## config.mk

```make
export PLATFORM = sky130hd
export DESIGN_NAME = ps2_device_link_controller_top
export DESIGN_NICKNAME = d
export VERILOG_FILES = /design/src/sv/ps2dlc_pkg.sv /design/src/sv/ps2_device_link_controller_top.sv /design/src/sv/ps2dlc_ram.sv /design/src/sv/ps2dlc_cfg.sv /design/src/sv/ps2dlc_core.sv
export SDC_FILE = /design/constraint.sdc
export NUM_CORES = 1
export LEC_CHECK = 0
export ABC_AREA = 1
export ABC_CLOCK_PERIOD_IN_PS = 4200
export CAP_MARGIN = 20
export CORE_ASPECT_RATIO = 1.4
export CORE_MARGIN = 2
export CORE_UTILIZATION = 55
export CTS_CLUSTER_DIAMETER = 200
export DETAILED_ROUTE_END_ITERATION = 6
export DONT_BUFFER_PORTS = 1
export GPL_TIMING_DRIVEN = 0
export PLACE_DENSITY = 0.71
export SLEW_MARGIN = 10
export SYNTH_ARGS = -nofsm -noshare
export SYNTH_HDL_FRONTEND = slang
export SYNTH_SLANG_ARGS = --single-unit
```

## constraint.sdc

```tcl
create_clock -name clk -period 4.2 [get_ports clk]
set_input_delay 0.63 -clock clk [delete_from_list [all_inputs] [get_ports clk]]
set_output_delay 0.63 -clock clk [all_outputs]
set_load 0.01 [all_outputs]
```

## src/sv/ps2dlc_pkg.sv

```systemverilog
//------------------------------------------------------------------------------
// ps2dlc_pkg
// Shared types and constants of the PS/2 device-side link controller.
//------------------------------------------------------------------------------
`default_nettype none
package ps2dlc_pkg;
	localparam int QueueDepth = 16;
	localparam int QIdxW = $clog2(QueueDepth);
	localparam int QCntW = $clog2(QueueDepth + 1);

	typedef enum logic [2:0] {
		ACT_TICK = 3'd0, ACT_ENQ = 3'd1, ACT_CLEAR = 3'd2, ACT_RESEND = 3'd3,
		ACT_CLR_ERR = 3'd4
	} action_t;

	typedef enum logic [2:0] {
		ERR_NONE = 3'd0, ERR_INHIBIT = 3'd1, ERR_START = 3'd2, ERR_STOP = 3'd3,
		ERR_PARITY = 3'd4, ERR_OVERFLOW = 3'd5
	} err_t;

	typedef enum logic [3:0] {
		PH_IDLE, PH_WAIT, PH_TX_SETUP, PH_TX_LOW, PH_TX_POST, PH_TX_TAIL,
		PH_RX_START, PH_RX_LOW, PH_RX_SETTLE, PH_RX_POST,
		PH_ACK_SETUP, PH_ACK_LOW, PH_ACK_HOLD
	} phase_t;

	typedef enum logic [2:0] {
		REG_SETUP = 3'd0, REG_PULSE = 3'd1, REG_POST = 3'd2, REG_IDLE = 3'd3,
		REG_TIMEOUT = 3'd4
	} reg_idx_t;

	typedef struct packed {
		logic [7:0] setup_ticks;
		logic [7:0] pulse_ticks;
		logic [7:0] post_pulse_ticks;
		logic [7:0] idle_ticks;
		logic [7:0] ready_timeout_ticks;
	} cfg_t;

	typedef struct packed {
		logic       clk_drive_low;
		logic       data_drive_low;
		logic       rx_valid;
		logic [7:0] rx_byte;
		logic       tx_done;
		logic [2:0] error_code;
		logic [4:0] queue_count;
		logic       link_busy;
	} result_t;

	function automatic logic [7:0] dur(input logic [7:0] t);
		return (t == 8'd0) ? 8'd1 : t;
	endfunction
endpackage
`default_nettype wire

```

## src/sv/ps2_device_link_controller_top.sv

```systemverilog
//------------------------------------------------------------------------------
// ps2_device_link_controller_top
// PS/2 device-side link controller with byte queue and APB timing registers.
//------------------------------------------------------------------------------
// Each beat (a 1 us tick with sampled line levels, or a command) gives one
// result beat, registered once the output is free; a new beat is taken every
// cycle unless the output stalls. The queue read is a registered RAM port whose
// address follows the state of the next beat, so the one-pass update never waits.
`default_nettype none
module ps2_device_link_controller_top (
	input  wire logic        clk,
	input  wire logic        arst_n,
	input  wire logic        s_tvalid,
	output logic             s_tready,
	// [2:0] action, [10:3] byte_in, [11] clk_line_high, [12] data_line_high
	input  wire logic [15:0] s_tdata,
	output logic             m_tvalid,
	input  wire logic        m_tready,
	// [0] clk_drive_low, [1] data_drive_low, [2] rx_valid, [10:3] rx_byte,
	// [11] tx_done, [14:12] error_code, [19:15] queue_count, [20] link_busy
	output logic      [23:0] m_tdata,
	input  wire logic        psel,
	input  wire logic        penable,
	input  wire logic        pwrite,
	input  wire logic [4:0]  paddr,
	input  wire logic [31:0] pwdata,
	output logic      [31:0] prdata,
	output logic             pready
);
	import ps2dlc_pkg::*;

	cfg_t       cfg;
	result_t    res;
	logic       vld_s1, ovld_q, acc, q_we;
	logic [15:0] dat_s1;
	logic [7:0] qrd;
	logic [QIdxW-1:0] q_waddr, q_raddr;

	assign pready   = 1'b1;
	assign s_tready = !vld_s1 || !ovld_q || m_tready;
	assign acc      = s_tvalid && s_tready;
	assign m_tvalid = ovld_q;

	ps2dlc_cfg u_cfg (.clk, .arst_n, .psel, .penable, .pwrite, .paddr, .pwdata,
		.prdata, .cfg);

	ps2dlc_ram #(.Width(8), .Depth(QueueDepth)) u_ram (.clk, .we(q_we), .waddr(q_waddr),
		.wdata(dat_s1[10:3]), .raddr(q_raddr), .rdata(qrd));

	ps2dlc_core u_core (.clk, .arst_n, .cfg, .item_vld_s1(vld_s1 && (!ovld_q || m_tready)),
		.action_s1(dat_s1[2:0]), .byte_s1(dat_s1[10:3]), .clk_s1(dat_s1[11]),
		.dat_s1(dat_s1[12]), .qrd_data(qrd), .q_we, .q_waddr, .q_raddr, .res);

	logic adv;
	assign adv = vld_s1 && (!ovld_q || m_tready);

	always_ff @(posedge clk or negedge arst_n) begin
		if (!arst_n) begin
			vld_s1 <= 1'b0;
			ovld_q <= 1'b0;
		end else begin
			if (acc) vld_s1 <= 1'b1;
			else if (adv) vld_s1 <= 1'b0;
			if (adv) ovld_q <= 1'b1;
			else if (m_tready) ovld_q <= 1'b0;
		end
	end

	always_ff @(posedge clk) begin
		if (acc) dat_s1 <= s_tdata;
		if (adv) m_tdata <= {3'd0, res.link_busy, res.queue_count, res.error_code,
			res.tx_done, res.rx_byte, res.rx_valid, res.data_drive_low, res.clk_drive_low};
	end

	a_hold: assert property (@(posedge clk) disable iff (!arst_n)
		m_tvalid && !m_tready |=> m_tvalid) else $error("result dropped");
	a_flow: assert property (@(posedge clk) disable iff (!arst_n)
		vld_s1 && ovld_q && !m_tready |-> !s_tready) else $error("overrun");
	a_adv: assert property (@(posedge clk) disable iff (!arst_n)
		adv |=> m_tvalid) else $error("lost result");
endmodule
`default_nettype wire

```

## src/sv/ps2dlc_ram.sv

```systemverilog
//------------------------------------------------------------------------------
// ps2dlc_ram
// Generic single-port-write RAM with registered read.
//------------------------------------------------------------------------------
`default_nettype none
module ps2dlc_ram #(
	parameter int Width = 8,
	parameter int Depth = 16
) (
	input  wire logic                     clk,
	input  wire logic                     we,
	input  wire logic [$clog2(Depth)-1:0] waddr,
	input  wire logic [Width-1:0]         wdata,
	input  wire logic [$clog2(Depth)-1:0] raddr,
	output logic      [Width-1:0]         rdata
);
	logic [Width-1:0] mem_q [Depth];

	always_ff @(posedge clk) begin
		if (we) begin
			mem_q[waddr] <= wdata;
		end
		rdata <= mem_q[raddr];
	end
endmodule
`default_nettype wire

```

## src/sv/ps2dlc_cfg.sv

```systemverilog
//------------------------------------------------------------------------------
// ps2dlc_cfg
// APB register file holding the timing registers.
//------------------------------------------------------------------------------
`default_nettype none
module ps2dlc_cfg (
	input  wire logic              clk,
	input  wire logic              arst_n,
	input  wire logic              psel,
	input  wire logic              penable,
	input  wire logic              pwrite,
	input  wire logic [4:0]        paddr,
	input  wire logic [31:0]       pwdata,
	output logic      [31:0]       prdata,
	output ps2dlc_pkg::cfg_t       cfg
);
	import ps2dlc_pkg::*;

	cfg_t cfg_q;
	logic [2:0] idx;
	logic wr;

	assign idx = paddr[4:2];
	assign wr  = psel && penable && pwrite;
	assign cfg = cfg_q;

	always_ff @(posedge clk or negedge arst_n) begin
		if (!arst_n) begin
			cfg_q <= '{8'd15, 8'd39, 8'd22, 8'd50, 8'd200};
		end else if (wr) begin
			unique case (idx)
				REG_SETUP:   cfg_q.setup_ticks         <= pwdata[7:0];
				REG_PULSE:   cfg_q.pulse_ticks         <= pwdata[7:0];
				REG_POST:    cfg_q.post_pulse_ticks    <= pwdata[7:0];
				REG_IDLE:    cfg_q.idle_ticks          <= pwdata[7:0];
				REG_TIMEOUT: cfg_q.ready_timeout_ticks <= pwdata[7:0];
				default: ;
			endcase
		end
	end

	always_comb begin
		unique case (idx)
			REG_SETUP:   prdata = {24'd0, cfg_q.setup_ticks};
			REG_PULSE:   prdata = {24'd0, cfg_q.pulse_ticks};
			REG_POST:    prdata = {24'd0, cfg_q.post_pulse_ticks};
			REG_IDLE:    prdata = {24'd0, cfg_q.idle_ticks};
			REG_TIMEOUT: prdata = {24'd0, cfg_q.ready_timeout_ticks};
			default:     prdata = 32'd0;
		endcase
	end
endmodule
`default_nettype wire

```

## src/sv/ps2dlc_core.sv

```systemverilog
//------------------------------------------------------------------------------
// ps2dlc_core
// Link state, queue pointers and one-pass update per registered item.
//------------------------------------------------------------------------------
`default_nettype none
module ps2dlc_core (
	input  wire logic                clk,
	input  wire logic                arst_n,
	input  wire ps2dlc_pkg::cfg_t    cfg,
	input  wire logic                item_vld_s1,
	input  wire logic [2:0]          action_s1,
	input  wire logic [7:0]          byte_s1,
	input  wire logic                clk_s1,
	input  wire logic                dat_s1,
	input  wire logic [7:0]          qrd_data,
	output logic                     q_we,
	output logic [ps2dlc_pkg::QIdxW-1:0] q_waddr,
	output logic [ps2dlc_pkg::QIdxW-1:0] q_raddr,
	output ps2dlc_pkg::result_t      res
);
	import ps2dlc_pkg::*;

	phase_t     ph_q, ph_d;
	logic [7:0] tmr_q, tmr_d, run_q, run_d, wl_q, wl_d, sh_q, sh_d;
	logic [3:0] bi_q, bi_d;
	logic       par_q, par_d, rsp_q, rsp_d, isr_q, isr_d, dc_q, dc_d, dd_q, dd_d;
	logic [2:0] err_q, err_d;
	logic [QIdxW-1:0] hd_q, hd_d, tl_q, tl_d;
	logic [QCntW-1:0] cnt_q, cnt_d;
	logic       rxv, txd, timed, begin_tx, rsp_rd;
	logic [7:0] rxb, run_inc;
	logic       byp_q;
	logic [7:0] byp_dat_q, q_rd;

	// Read address tracks the state the next item will see.
	assign rsp_rd  = rsp_d;
	assign q_raddr = rsp_rd ? (hd_d - 1'b1) : tl_d;
	assign q_we    = item_vld_s1 && action_s1 == ACT_ENQ && cnt_q < QCntW'(QueueDepth);
	assign q_waddr = hd_q;
	assign timed   = ph_q >= PH_TX_SETUP;
	assign run_inc = (run_q < 8'd255) ? run_q + 8'd1 : run_q;
	// Forward a byte written at the same edge its slot was read.
	assign q_rd    = byp_q ? byp_dat_q : qrd_data;

	function automatic logic tx_bit(input logic [3:0] b, input logic [7:0] s, input logic p);
		if (b == 4'd0) return 1'b0;
		else if (b <= 4'd8) return s[3'(b - 4'd1)];
		else if (b == 4'd9) return ~p;
		else return 1'b1;
	endfunction

	always_comb begin
		ph_d = ph_q; tmr_d = tmr_q; run_d = run_q; wl_d = wl_q; sh_d = sh_q;
		bi_d = bi_q; par_d = par_q; rsp_d = rsp_q; isr_d = isr_q;
		dc_d = dc_q; dd_d = dd_q; err_d = err_q; hd_d = hd_q; tl_d = tl_q;
		cnt_d = cnt_q; rxv = 1'b0; rxb = 8'd0; txd = 1'b0; begin_tx = 1'b0;
		if (item_vld_s1) begin
			unique case (action_s1)
				ACT_TICK: begin
					if (timed && tmr_q > 8'd1) begin
						tmr_d = tmr_q - 8'd1;
					end else begin
						if (timed) tmr_d = 8'd0;
						unique case (ph_q)
							PH_IDLE: begin
								if (clk_s1 && !dat_s1) begin
									sh_d = 8'd0; par_d = 1'b0; ph_d = PH_RX_START;
									tmr_d = dur(cfg.setup_ticks);
								end else if (rsp_q || cnt_q != '0) begin
									ph_d = PH_WAIT; wl_d = cfg.ready_timeout_ticks; run_d = 8'd0;
								end
							end
							PH_WAIT: begin
								if (clk_s1 && !dat_s1) begin
									run_d = 8'd0; sh_d = 8'd0; par_d = 1'b0;
									ph_d = PH_RX_START; tmr_d = dur(cfg.setup_ticks);
								end else if (wl_q == 8'd0) begin
									ph_d = PH_IDLE; rsp_d = 1'b0;
								end else begin
									wl_d = wl_q - 8'd1;
									if (clk_s1 && dat_s1) begin
										run_d = run_inc;
										if (run_inc >= dur(cfg.idle_ticks)) begin_tx = 1'b1;
									end else begin
										run_d = 8'd0;
										if (wl_d < cfg.idle_ticks) begin
											ph_d = PH_IDLE; rsp_d = 1'b0;
										end
									end
								end
							end
							PH_TX_SETUP: begin
								dc_d = 1'b1; ph_d = PH_TX_LOW; tmr_d = dur(cfg.pulse_ticks);
							end
							PH_TX_LOW: begin
								dc_d = 1'b0; ph_d = PH_TX_POST; tmr_d = dur(cfg.post_pulse_ticks);
							end
							PH_TX_POST: begin
								if (bi_q >= 4'd10) begin
									ph_d = PH_TX_TAIL; tmr_d = dur(cfg.setup_ticks);
								end else if (!clk_s1) begin
									err_d = ERR_INHIBIT; ph_d = PH_IDLE; dc_d = 1'b0; dd_d = 1'b0;
									if (isr_q) rsp_d = 1'b0;
								end else begin
									bi_d = bi_q + 4'd1;
									dd_d = ~tx_bit(bi_d, sh_q, par_q);
									ph_d = PH_TX_SETUP; tmr_d = dur(cfg.setup_ticks);
								end
							end
							PH_TX_TAIL: begin
								ph_d = PH_IDLE; dc_d = 1'b0; dd_d = 1'b0;
								if (isr_q) rsp_d = 1'b0;
								if (!isr_q && cnt_q != '0) begin
									tl_d = tl_q + 1'b1; cnt_d = cnt_q - 1'b1; txd = 1'b1;
								end
							end
							PH_RX_START: begin
								if (dat_s1) begin
									err_d = ERR_START; ph_d = PH_IDLE; dc_d = 1'b0; dd_d = 1'b0;
								end else begin
									bi_d = 4'd0; dc_d = 1'b1; ph_d = PH_RX_LOW;
									tmr_d = dur(cfg.pulse_ticks);
								end
							end
							PH_RX_LOW: begin
								dc_d = 1'b0;
								if (bi_q > 4'd8 && !dat_s1) begin
									err_d = ERR_STOP; ph_d = PH_IDLE; dd_d = 1'b0;
								end else begin
									if (bi_q < 4'd8) sh_d = {dat_s1, sh_q[7:1]};
									if (bi_q <= 4'd8) par_d = par_q ^ dat_s1;
									if (bi_q < 4'd9) begin
										ph_d = PH_RX_SETTLE; tmr_d = dur(cfg.setup_ticks);
									end else begin
										ph_d = PH_RX_POST; tmr_d = dur(cfg.post_pulse_ticks);
									end
								end
							end
							PH_RX_SETTLE: begin
								ph_d = PH_RX_POST; tmr_d = dur(cfg.post_pulse_ticks);
							end
							PH_RX_POST: begin
								if (!clk_s1) begin
									err_d = ERR_INHIBIT; ph_d = PH_IDLE; dc_d = 1'b0; dd_d = 1'b0;
								end else if (bi_q < 4'd9) begin
									bi_d = bi_q + 4'd1; dc_d = 1'b1; ph_d = PH_RX_LOW;
									tmr_d = dur(cfg.pulse_ticks);
								end else if (!par_q) begin
									err_d = ERR_PARITY; ph_d = PH_IDLE; dc_d = 1'b0; dd_d = 1'b0;
								end else begin
									dd_d = 1'b1; ph_d = PH_ACK_SETUP; tmr_d = dur(cfg.setup_ticks);
								end
							end
							PH_ACK_SETUP: begin
								dc_d = 1'b1; ph_d = PH_ACK_LOW; tmr_d = dur(cfg.pulse_ticks);
							end
							PH_ACK_LOW: begin
								dc_d = 1'b0; ph_d = PH_ACK_HOLD; tmr_d = dur(cfg.pulse_ticks);
							end
							PH_ACK_HOLD: begin
								ph_d = PH_IDLE; dc_d = 1'b0; dd_d = 1'b0; rxv = 1'b1; rxb = sh_q;
							end
							default: begin
								ph_d = PH_IDLE; dc_d = 1'b0; dd_d = 1'b0;
							end
						endcase
					end
					if (begin_tx) begin
						isr_d = rsp_q; sh_d = q_rd; par_d = ^q_rd; bi_d = 4'd0;
						dd_d = 1'b1; ph_d = PH_TX_SETUP; tmr_d = dur(cfg.setup_ticks);
					end
				end
				ACT_ENQ: begin
					if (cnt_q >= QCntW'(QueueDepth)) err_d = ERR_OVERFLOW;
					else begin
						hd_d = hd_q + 1'b1; cnt_d = cnt_q + 1'b1;
					end
				end
				ACT_CLEAR:   begin hd_d = tl_q; cnt_d = '0; end
				ACT_RESEND:  rsp_d = 1'b1;
				ACT_CLR_ERR: err_d = ERR_NONE;
				default: ;
			endcase
		end
	end

	always_ff @(posedge clk or negedge arst_n) begin
		if (!arst_n) begin
			ph_q <= PH_IDLE; tmr_q <= '0; run_q <= '0; wl_q <= '0; sh_q <= '0; bi_q <= '0;
			par_q <= 1'b0; rsp_q <= 1'b0; isr_q <= 1'b0; dc_q <= 1'b0; dd_q <= 1'b0;
			err_q <= ERR_NONE; hd_q <= '0; tl_q <= '0; cnt_q <= '0;
			byp_q <= 1'b0; byp_dat_q <= '0;
		end else begin
			ph_q <= ph_d; tmr_q <= tmr_d; run_q <= run_d; wl_q <= wl_d; sh_q <= sh_d;
			bi_q <= bi_d; par_q <= par_d; rsp_q <= rsp_d; isr_q <= isr_d; dc_q <= dc_d;
			dd_q <= dd_d; err_q <= err_d; hd_q <= hd_d; tl_q <= tl_d; cnt_q <= cnt_d;
			byp_q <= q_we && q_waddr == q_raddr;
			if (q_we) byp_dat_q <= byte_s1;
		end
	end

	always_comb begin
		res.clk_drive_low  = dc_d;
		res.data_drive_low = dd_d;
		res.rx_valid       = rxv;
		res.rx_byte        = rxb;
		res.tx_done        = txd;
		res.error_code     = err_d;
		res.queue_count    = 5'(cnt_d);
		res.link_busy      = ph_d != PH_IDLE && ph_d != PH_WAIT;
	end

	a_cnt_max: assert property (@(posedge clk) disable iff (!arst_n)
		cnt_q <= QCntW'(QueueDepth)) else $error("queue count overrun");
	a_txd_pop: assert property (@(posedge clk) disable iff (!arst_n)
		txd |=> cnt_q == $past(cnt_q) - 1'b1) else $error("tx_done without pop");
	a_rxv_idle: assert property (@(posedge clk) disable iff (!arst_n)
		rxv |=> ph_q == PH_IDLE) else $error("rx_valid outside idle return");
endmodule
`default_nettype wire
```

# Word level (Yosys, flattened, before mapping)
# Memories as Yosys holds them, arrays and structs flattened. A register that Yosys moved wholly into a read port is not among the register bits.
# Index checks and enable logic that the tools add are counted.
dict set report word_totals {
  reg_bits 146
  mem_bits_rw 128
  elab_cells 315
  output_inout_bits 59
  in_bits 60
  n_memories 1
}
# memory words width rd rd_clocked_by_memory_dff wr line
set mem_list {}
lappend mem_list {u_ram.mem_q 16 8 1 1 1 ps2dlc_ram.sv:17} ;# logic [Width-1:0] mem_q [Depth];
dict set report classes {
  add_sub_neg 10
  n_lt_le_gt_ge 14
  bitwise_logic 7
  n_mux 157
  n_reduce_logical 59
  n_eq_ne 38
}
# op count
set op_table {}
lappend op_table {{2-to-1 mux 8 bit} 32}
lappend op_table {{2-to-1 mux 4 bit} 30}
lappend op_table {{2-to-1 mux 1 bit} 61}
lappend op_table {{one-hot mux 8 bit (7 select lines)} 1}
lappend op_table {{one-hot mux 8 bit (2 select lines)} 3}
lappend op_table {{one-hot mux 4 bit (11 select lines)} 1}
lappend op_table {{zero test 8 bit} 5}
lappend op_table {{one-hot mux 8 bit (5 select lines)} 1}
lappend op_table {{2-to-1 mux 3 bit} 11}
lappend op_table {{2-to-1 mux 5 bit} 5}
lappend op_table {{== test 4 bit, second input constant} 6}
lappend op_table {{AND reduction 7 bit} 3}
lappend op_table {{== test 4 x 3 -> 1 bit, second input constant} 4}
lappend op_table {{subtractor 8 x 1 -> 8 bit, second input constant} 2}
lappend op_table {{one-hot mux 5 bit (3 select lines)} 1}
lappend op_table {{logical AND 1 bit} 13}
lappend op_table {{adder 4 x 1 -> 4 bit, second input constant} 3}
lappend op_table {{== test 3 x 2 -> 1 bit, second input constant} 4}
lappend op_table {{inequality test 3 x 1 -> 1 bit, second input constant} 4}
lappend op_table {{inequality test 3 x 2 -> 1 bit, second input constant} 4}
lappend op_table {{one-hot mux 3 bit (4 select lines)} 1}
lappend op_table {{one-hot mux 4 bit (3 select lines)} 1}
lappend op_table {{AND reduction 2 bit} 6}
lappend op_table {{OR reduction 3 bit} 4}
lappend op_table {{other kinds (49)} 79}

# Logic depth before layout (Yosys ltp)
dict set report logic_depth {
  ltp_word 20
  depth_mapped 23
  depth_no_buf 23
}

# By module
# From an unflattened synthesis, not the netlist that was laid out.
dict set report unflattened {
  hier_cells 1839
  area_unflattened_um2 15446.1
}
# module cells_each area_each_um2 instances seq_area_each_um2
set modules_own_cells {}
lappend modules_own_cells {ps2dlc_core 952 6277.3 1 1751.7}
lappend modules_own_cells {ps2dlc_ram 551 5766.8 1 4003.8}
lappend modules_own_cells {ps2dlc_cfg 283 2249.7 1 1022.2}
lappend modules_own_cells {ps2_device_link_controller_top 53 1152.4 1 1071.0}

# Worst setup path before layout
# OpenSTA, ideal clock, no wires.
dict set report synth_timing {
  path_type {register to register}
  from {reg u_core.run_q[0]}
  to {reg u_core.bi_q[0]}
  stages_incl_launch_ff 23
  required_ps 4082
  arrival_ps 3126
  n_path_buf 0
  period_less_slack_ps 3244
  setup_ps 118
  setup_slack_ps 956
  path_cell_list {dfrtp_1 > ha_1 > inv_1 > nor3_1 > nand3_1 > nor2_1 > inv_1 > nor2_1 > inv_1 > nand2_1 > xor2_1 > inv_1 > ha_1 > nand2_1 > nor2_1 > nand4_1 > o2111ai_1 > nand2_1 > clkinv_1 > o21ai_1 > nor3_1 > a21oi_1 > inv_1}
}
dict set report synth_via {
  elab_chain_len 13
  elab_cells_between_ends 21
  classes_between {1 x add/sub; 2 x order compare; 6 x eq/ne; 10 x mux; 2 x reduce/logical}
}
# element line
set synth_rtl {}
lappend synth_rtl {{start, declared} ps2dlc_core.sv:24} ;# logic [7:0] tmr_q, tmr_d, run_q, run_d, wl_q, wl_d, sh_q, sh_d;
lappend synth_rtl {{start signal, assigned} ps2dlc_core.sv:189} ;# ph_q <= PH_IDLE; tmr_q <= '0; run_q <= '0; wl_q <= '0; sh_q <= '0; bi_q <= '0;
lappend synth_rtl {{start signal, assigned} ps2dlc_core.sv:194} ;# ph_q <= ph_d; tmr_q <= tmr_d; run_q <= run_d; wl_q <= wl_d; sh_q <= sh_d;
lappend synth_rtl {{adder 8 x 1 -> 8 bit or less-than comparator 8 bit (tied branches)} ps2dlc_core.sv:41} ;# assign run_inc = (run_q < 8'd255) ? run_q + 8'd1 : run_q;
lappend synth_rtl {{2-to-1 mux 8 bit *} ps2dlc_core.sv:41}
lappend synth_rtl {{>= comparator 8 bit *} ps2dlc_core.sv:83} ;# if (run_inc >= dur(cfg.idle_ticks)) begin_tx = 1'b1;
lappend synth_rtl {{2-to-1 mux 1 bit *} ps2dlc_core.sv:83}
lappend synth_rtl {{2-to-1 mux 1 bit *} ps2dlc_core.sv:81} ;# if (clk_s1 && dat_s1) begin
lappend synth_rtl {{2-to-1 mux 1 bit *} ps2dlc_core.sv:77} ;# end else if (wl_q == 8'd0) begin
lappend synth_rtl {{2-to-1 mux 1 bit *} ps2dlc_core.sv:74} ;# if (clk_s1 && !dat_s1) begin
lappend synth_rtl {{2-to-1 mux 1 bit *} ps2dlc_core.sv:64} ;# unique case (ph_q)
lappend synth_rtl {{2-to-1 mux 1 bit *} ps2dlc_core.sv:60} ;# if (timed && tmr_q > 8'd1) begin
lappend synth_rtl {{2-to-1 mux 1 bit *} ps2dlc_core.sv:58} ;# unique case (action_s1)
lappend synth_rtl {{2-to-1 mux 1 bit *} ps2dlc_core.sv:57} ;# if (item_vld_s1) begin
lappend synth_rtl {{inequality test 3 x 1 -> 1 bit (no source line) (tied with other cells)} -}
lappend synth_rtl {{AND reduction 9 bit (no source line)} -}
lappend synth_rtl {{end signal, assigned} ps2dlc_core.sv:189}
lappend synth_rtl {{end signal, assigned} ps2dlc_core.sv:195} ;# bi_q <= bi_d; par_q <= par_d; rsp_q <= rsp_d; isr_q <= isr_d; dc_q <= dc_d;
lappend synth_rtl {{end, declared} ps2dlc_core.sv:25} ;# logic [3:0] bi_q, bi_d;
# Every way passes the cells marked *; elsewhere a longest branch is shown, timed or not. The select of a mux whose other input is x is not followed.
# A chain may end at the register's enable or synchronous reset.

==> results.toml <==
[sta]
tightestPinTransition_ns = 1.00
hold_ws_ns = 0.00318
slew_headroom_pct = 32.6
fin_crit_sh_pct = 88.0
setup_viol = 0
hold_violations = 0
rsz0062_at_grt = "no"
layout_min_cycle_time_ns = 3.70
max_freq_ghz = 0.271
finClkSkew_ns = 0.0182
final_max_slew_viol_count = 0

[yosys]
ys_types = 59
postSynthCellCount = 1755
synth_flop_cell = "edfxtp_1"
avgSynthCellArea_um2 = 8.56
ys_ff_latch = 282
yosysWarnings = 0
synth_area_um2 = 15000
synthArstFlopShare_pct = 39.7
synth_seq_area_share_pct = 52.2
synth_edf_count = 162
yosysTopAreaCellShare_pct = 32.4
synth_area_leaders = "edfxtp_1 (32%), dfrtp_1 (16%), nand2_1 (8.6%), inv_1 (7.4%), nand3_1 (6.5%)"
synth_top_area_cell = "edfxtp_1"

[setup_path]
crit_required_ns = 4.52
cp_slowest_stage_delay_ns = 0.38
crit_family = "simple AND/OR/NAND/NOR gates"
slowest_stage = "dfrtp_1"
critPathArrivalTime_ns = 4.02
path_class = "reg -> reg"
reg2regPathDepth = 23
crit_cells = 23
critical_path.max_fanout = 10
cp_num_buf_inv = 6
crit_top_cell = "inv_1"
crit_chain = "ha_1 -> inv_1 -> nor3_2 -> nand3_1 -> nor2_1 -> inv_1 -> nor2_2 -> inv_1 -> nand2_1 -> xor2_1 -> inv_1 -> ha_1 -> nand2_1 -> nor2_1 -> nand4_1 -> o2111ai_1 -> nand2_2 -> nand2_2 -> inv_1 -> o21ai_0 -> o22ai_1 -> inv_1 -> nand2_1"
crit_path_end_kind = "register"
crit_path_start_kind = "register"

[cts]
cts_root_buf = "clkbuf_16"
cts_tree = "built"
clkSlewWorstSetupHoldPaths_ns = 0.07
clk-insertion-delay-late_ns = 0.57
cts_buffers = 27
clockBufferDepth = 3
ctsHtreeMaxLevel = 1
cts_sinks = 282

[drt]
wl_met1_mm = 14.8
drt_iter0_markers = 895
drtAntennaViolNets = 0
viasPerCell = 5.56
vias = 12254
wl_met3_mm = 2.22
first_pass_iters = 6
routed_wire_length_per_instance_um = 18.7
detail_route.wirelength_mm = 41.2
post-route-drc-count = 0
wl_met2_mm = 22.0
highest_layer = "met4"

[pwr]
clock_power_share_pct = 24.5
power_density_nw_per_um2 = 651
p_int_uw = 6390
p_sw_uw = 4460
power_frac_comb_pct = 41.7
max-vdd-ir-drop_v = 0.000530
leakagePower_uw = 0.00758
power_frac_seq_pct = 33.8
swShare_pct = 41.1

[cells_and_area]
final_core_util_pct = 62.2
final_net_count = 1909
syn2layout_area_growth_pct = 11.0
layout_commonest_cell = "nand2_1"
nFillCells = 2337
final_cell_mix = "nand2_1 (341), inv_1 (296), nand3_1 (196)"
drive_gt1_share_pct = 9.85

[floorplanning]
floorplan.io_pins = 119
die_x_um = 144
die_area_um2 = 28700
rows = 71
design.core.area_um2 = 26800
die_h_um = 200
start_util_pct = 56.0

[global_routing]
first_global_vias = 12144
grt_max_degree = 113
gr-total-overflow = 0
gr-usage-all-layers_pct = 29.5
antenna_found_initial = 1
grt_pass1_wl_mm = 64.6

[outcome]
status = "finished clean"

[place]
dpl.hpwl_mm = 30.0
place_congestion = 0.989
port_buffers = 0

[flow_run]
drv_cap = 0

[worst_hold_path]
holdCritPathClass = "in -> async"
-- final timing paths --
check,endpoint,start,slack (ns)
max in group asynchronous,vld_s1,arst_n,3.71
max,m_tdata[20],u_core.run_q[0],0.50
max reg2reg,m_tdata[20],u_core.run_q[0],0.50
min reg2reg,m_tvalid,vld_s1,0.48
min in group clk,dat_s1[12],s_tdata[12],0.17
min,u_core.bi_q[0],arst_n,0.003
-- cell type report --
class                      count  area, µm²  share of cell area [%]
timing repair buffer           7       96.3                   0.578
sequential                   282       7850                    47.1
tap                          365        457                    2.74
clock inverter                17        231                    1.39
clock buffer                  33        738                    4.43
buffer                        75        440                    2.64
inverter                     311       1170                    7.02
antenna                        2       5.00                  0.0300
multi-input combinational   1113       5690                    34.1
-- worst reg2reg max path, stage by stage, from the launching register on --
cell and delay (ns):
dfrtp_1 0.38, ha_1 0.15, inv_1 0.06, nor3_2 0.15
nand3_1 0.13, nor2_1 0.14, inv_1 0.08, nor2_2 0.20
inv_1 0.14, nand2_1 0.10, xor2_1 0.20, inv_1 0.07
ha_1 0.27, nand2_1 0.05, nor2_1 0.13, nand4_1 0.10
o2111ai_1 0.21, nand2_2 0.21, nand2_2 0.24, inv_1 0.12
o21ai_0 0.09, o22ai_1 0.12, inv_1 0.08, nand2_1 0.05
-- cells in the mapped netlist (3+ instances only) --
cell,instances
clkbuf_1,20
nor2_2,5
buf_4,31
dfxtp_1,8
inv_2,14
buf_2,22
o21ai_1,6
nor4_1,4
nor3_1,19
nand4_1,12
ha_1,32
a22oi_1,9
nand2_1,343
nand3_2,3
a21oi_1,58
mux2i_1,4
o22ai_1,29
dfstp_2,17
dfrtp_1,95
o211ai_1,9
inv_1,296
xor2_1,18
a31oi_1,4
xnor2_1,7
edfxtp_1,162
o2111ai_1,6
o31ai_1,3
o21ai_0,139
nand3_1,196
nor2_1,129
a221oi_1,9
a21oi_2,3
nand2_2,11
-- power groups by stage --
stage	sequential (µW)	combinational [µW]	clock, µW
6_report	3670	4520	2660
3_3_place_gp	3700	4300	0
3_5_place_dp	3710	4410	0
4_1_cts	3660	4470	2710
2_1_floorplan	3580	3200	0
5_1_grt	3710	5050	2800
-- sequential cells by signal (all words and copies together), names as in the netlist, 3 cells and up --
| signal | cells |
|---|---|
| dat_s1 | 13 |
| m_tdata | 21 |
| u_cfg.cfg | 40 |
| u_core.bi_q | 4 |
| u_core.byp_dat_q | 8 |
| u_core.cnt_q | 5 |
| u_core.err_q | 3 |
| u_core.ph_q | 4 |
| u_core.q_waddr | 4 |
| u_core.run_q | 8 |
| u_core.sh_q | 8 |
| u_core.tl_q | 4 |
| u_core.tmr_q | 8 |
| u_core.wl_q | 8 |
| u_ram.mem_q | 128 |
| u_ram.rdata | 8 |
-- stage by stage --
stage                     setup WS, ns  power, µW  instance area, µm²  cells  setup TNS [ns]
after floorplan                  0.956       6790               15100   1781               0
after global placement           0.116       8010               15600   2146               0
after detailed placement       -0.0225       8120               15600   2147         -0.0362
after CTS                       0.0189      10800               16600   2198               0
after global routing             0.101      11600               16700   2203               0
final                            0.504      10900               16700   2205               0
-- per-layer routing --
| metal | up-vias | global-route usage [%] |
|---|---|---|
| met5 | - | 0 |
| met4 | 0 | 15.7 |
| met3 | 141 | 4.46 |
| met2 | 430 | 55.7 |
| met1 | 5793 | 31.1 |
| li1 | 5890 | - |
-- cells by family after synthesis --
logic type      Yosys count  synth area share, %
compound gates          293                 11.4
xor+xnor                 25                 1.46
fa+ha+maj                32                 2.67
buf+inv                 386                 10.7
flops                   282                 52.2
mux                       5                0.342
other cells               2               0.0500
simple gates            730                 21.1
-- what timing repair did --
item,in CTS,in global routing
pin swaps,0,1
setup buffers,0,4
hold endpoints to repair,112,0
setup endpoints to repair,4,24
hold buffers,1,0
resized for setup,2,7
No activity file was read; power rests on OpenSTA's default activity.
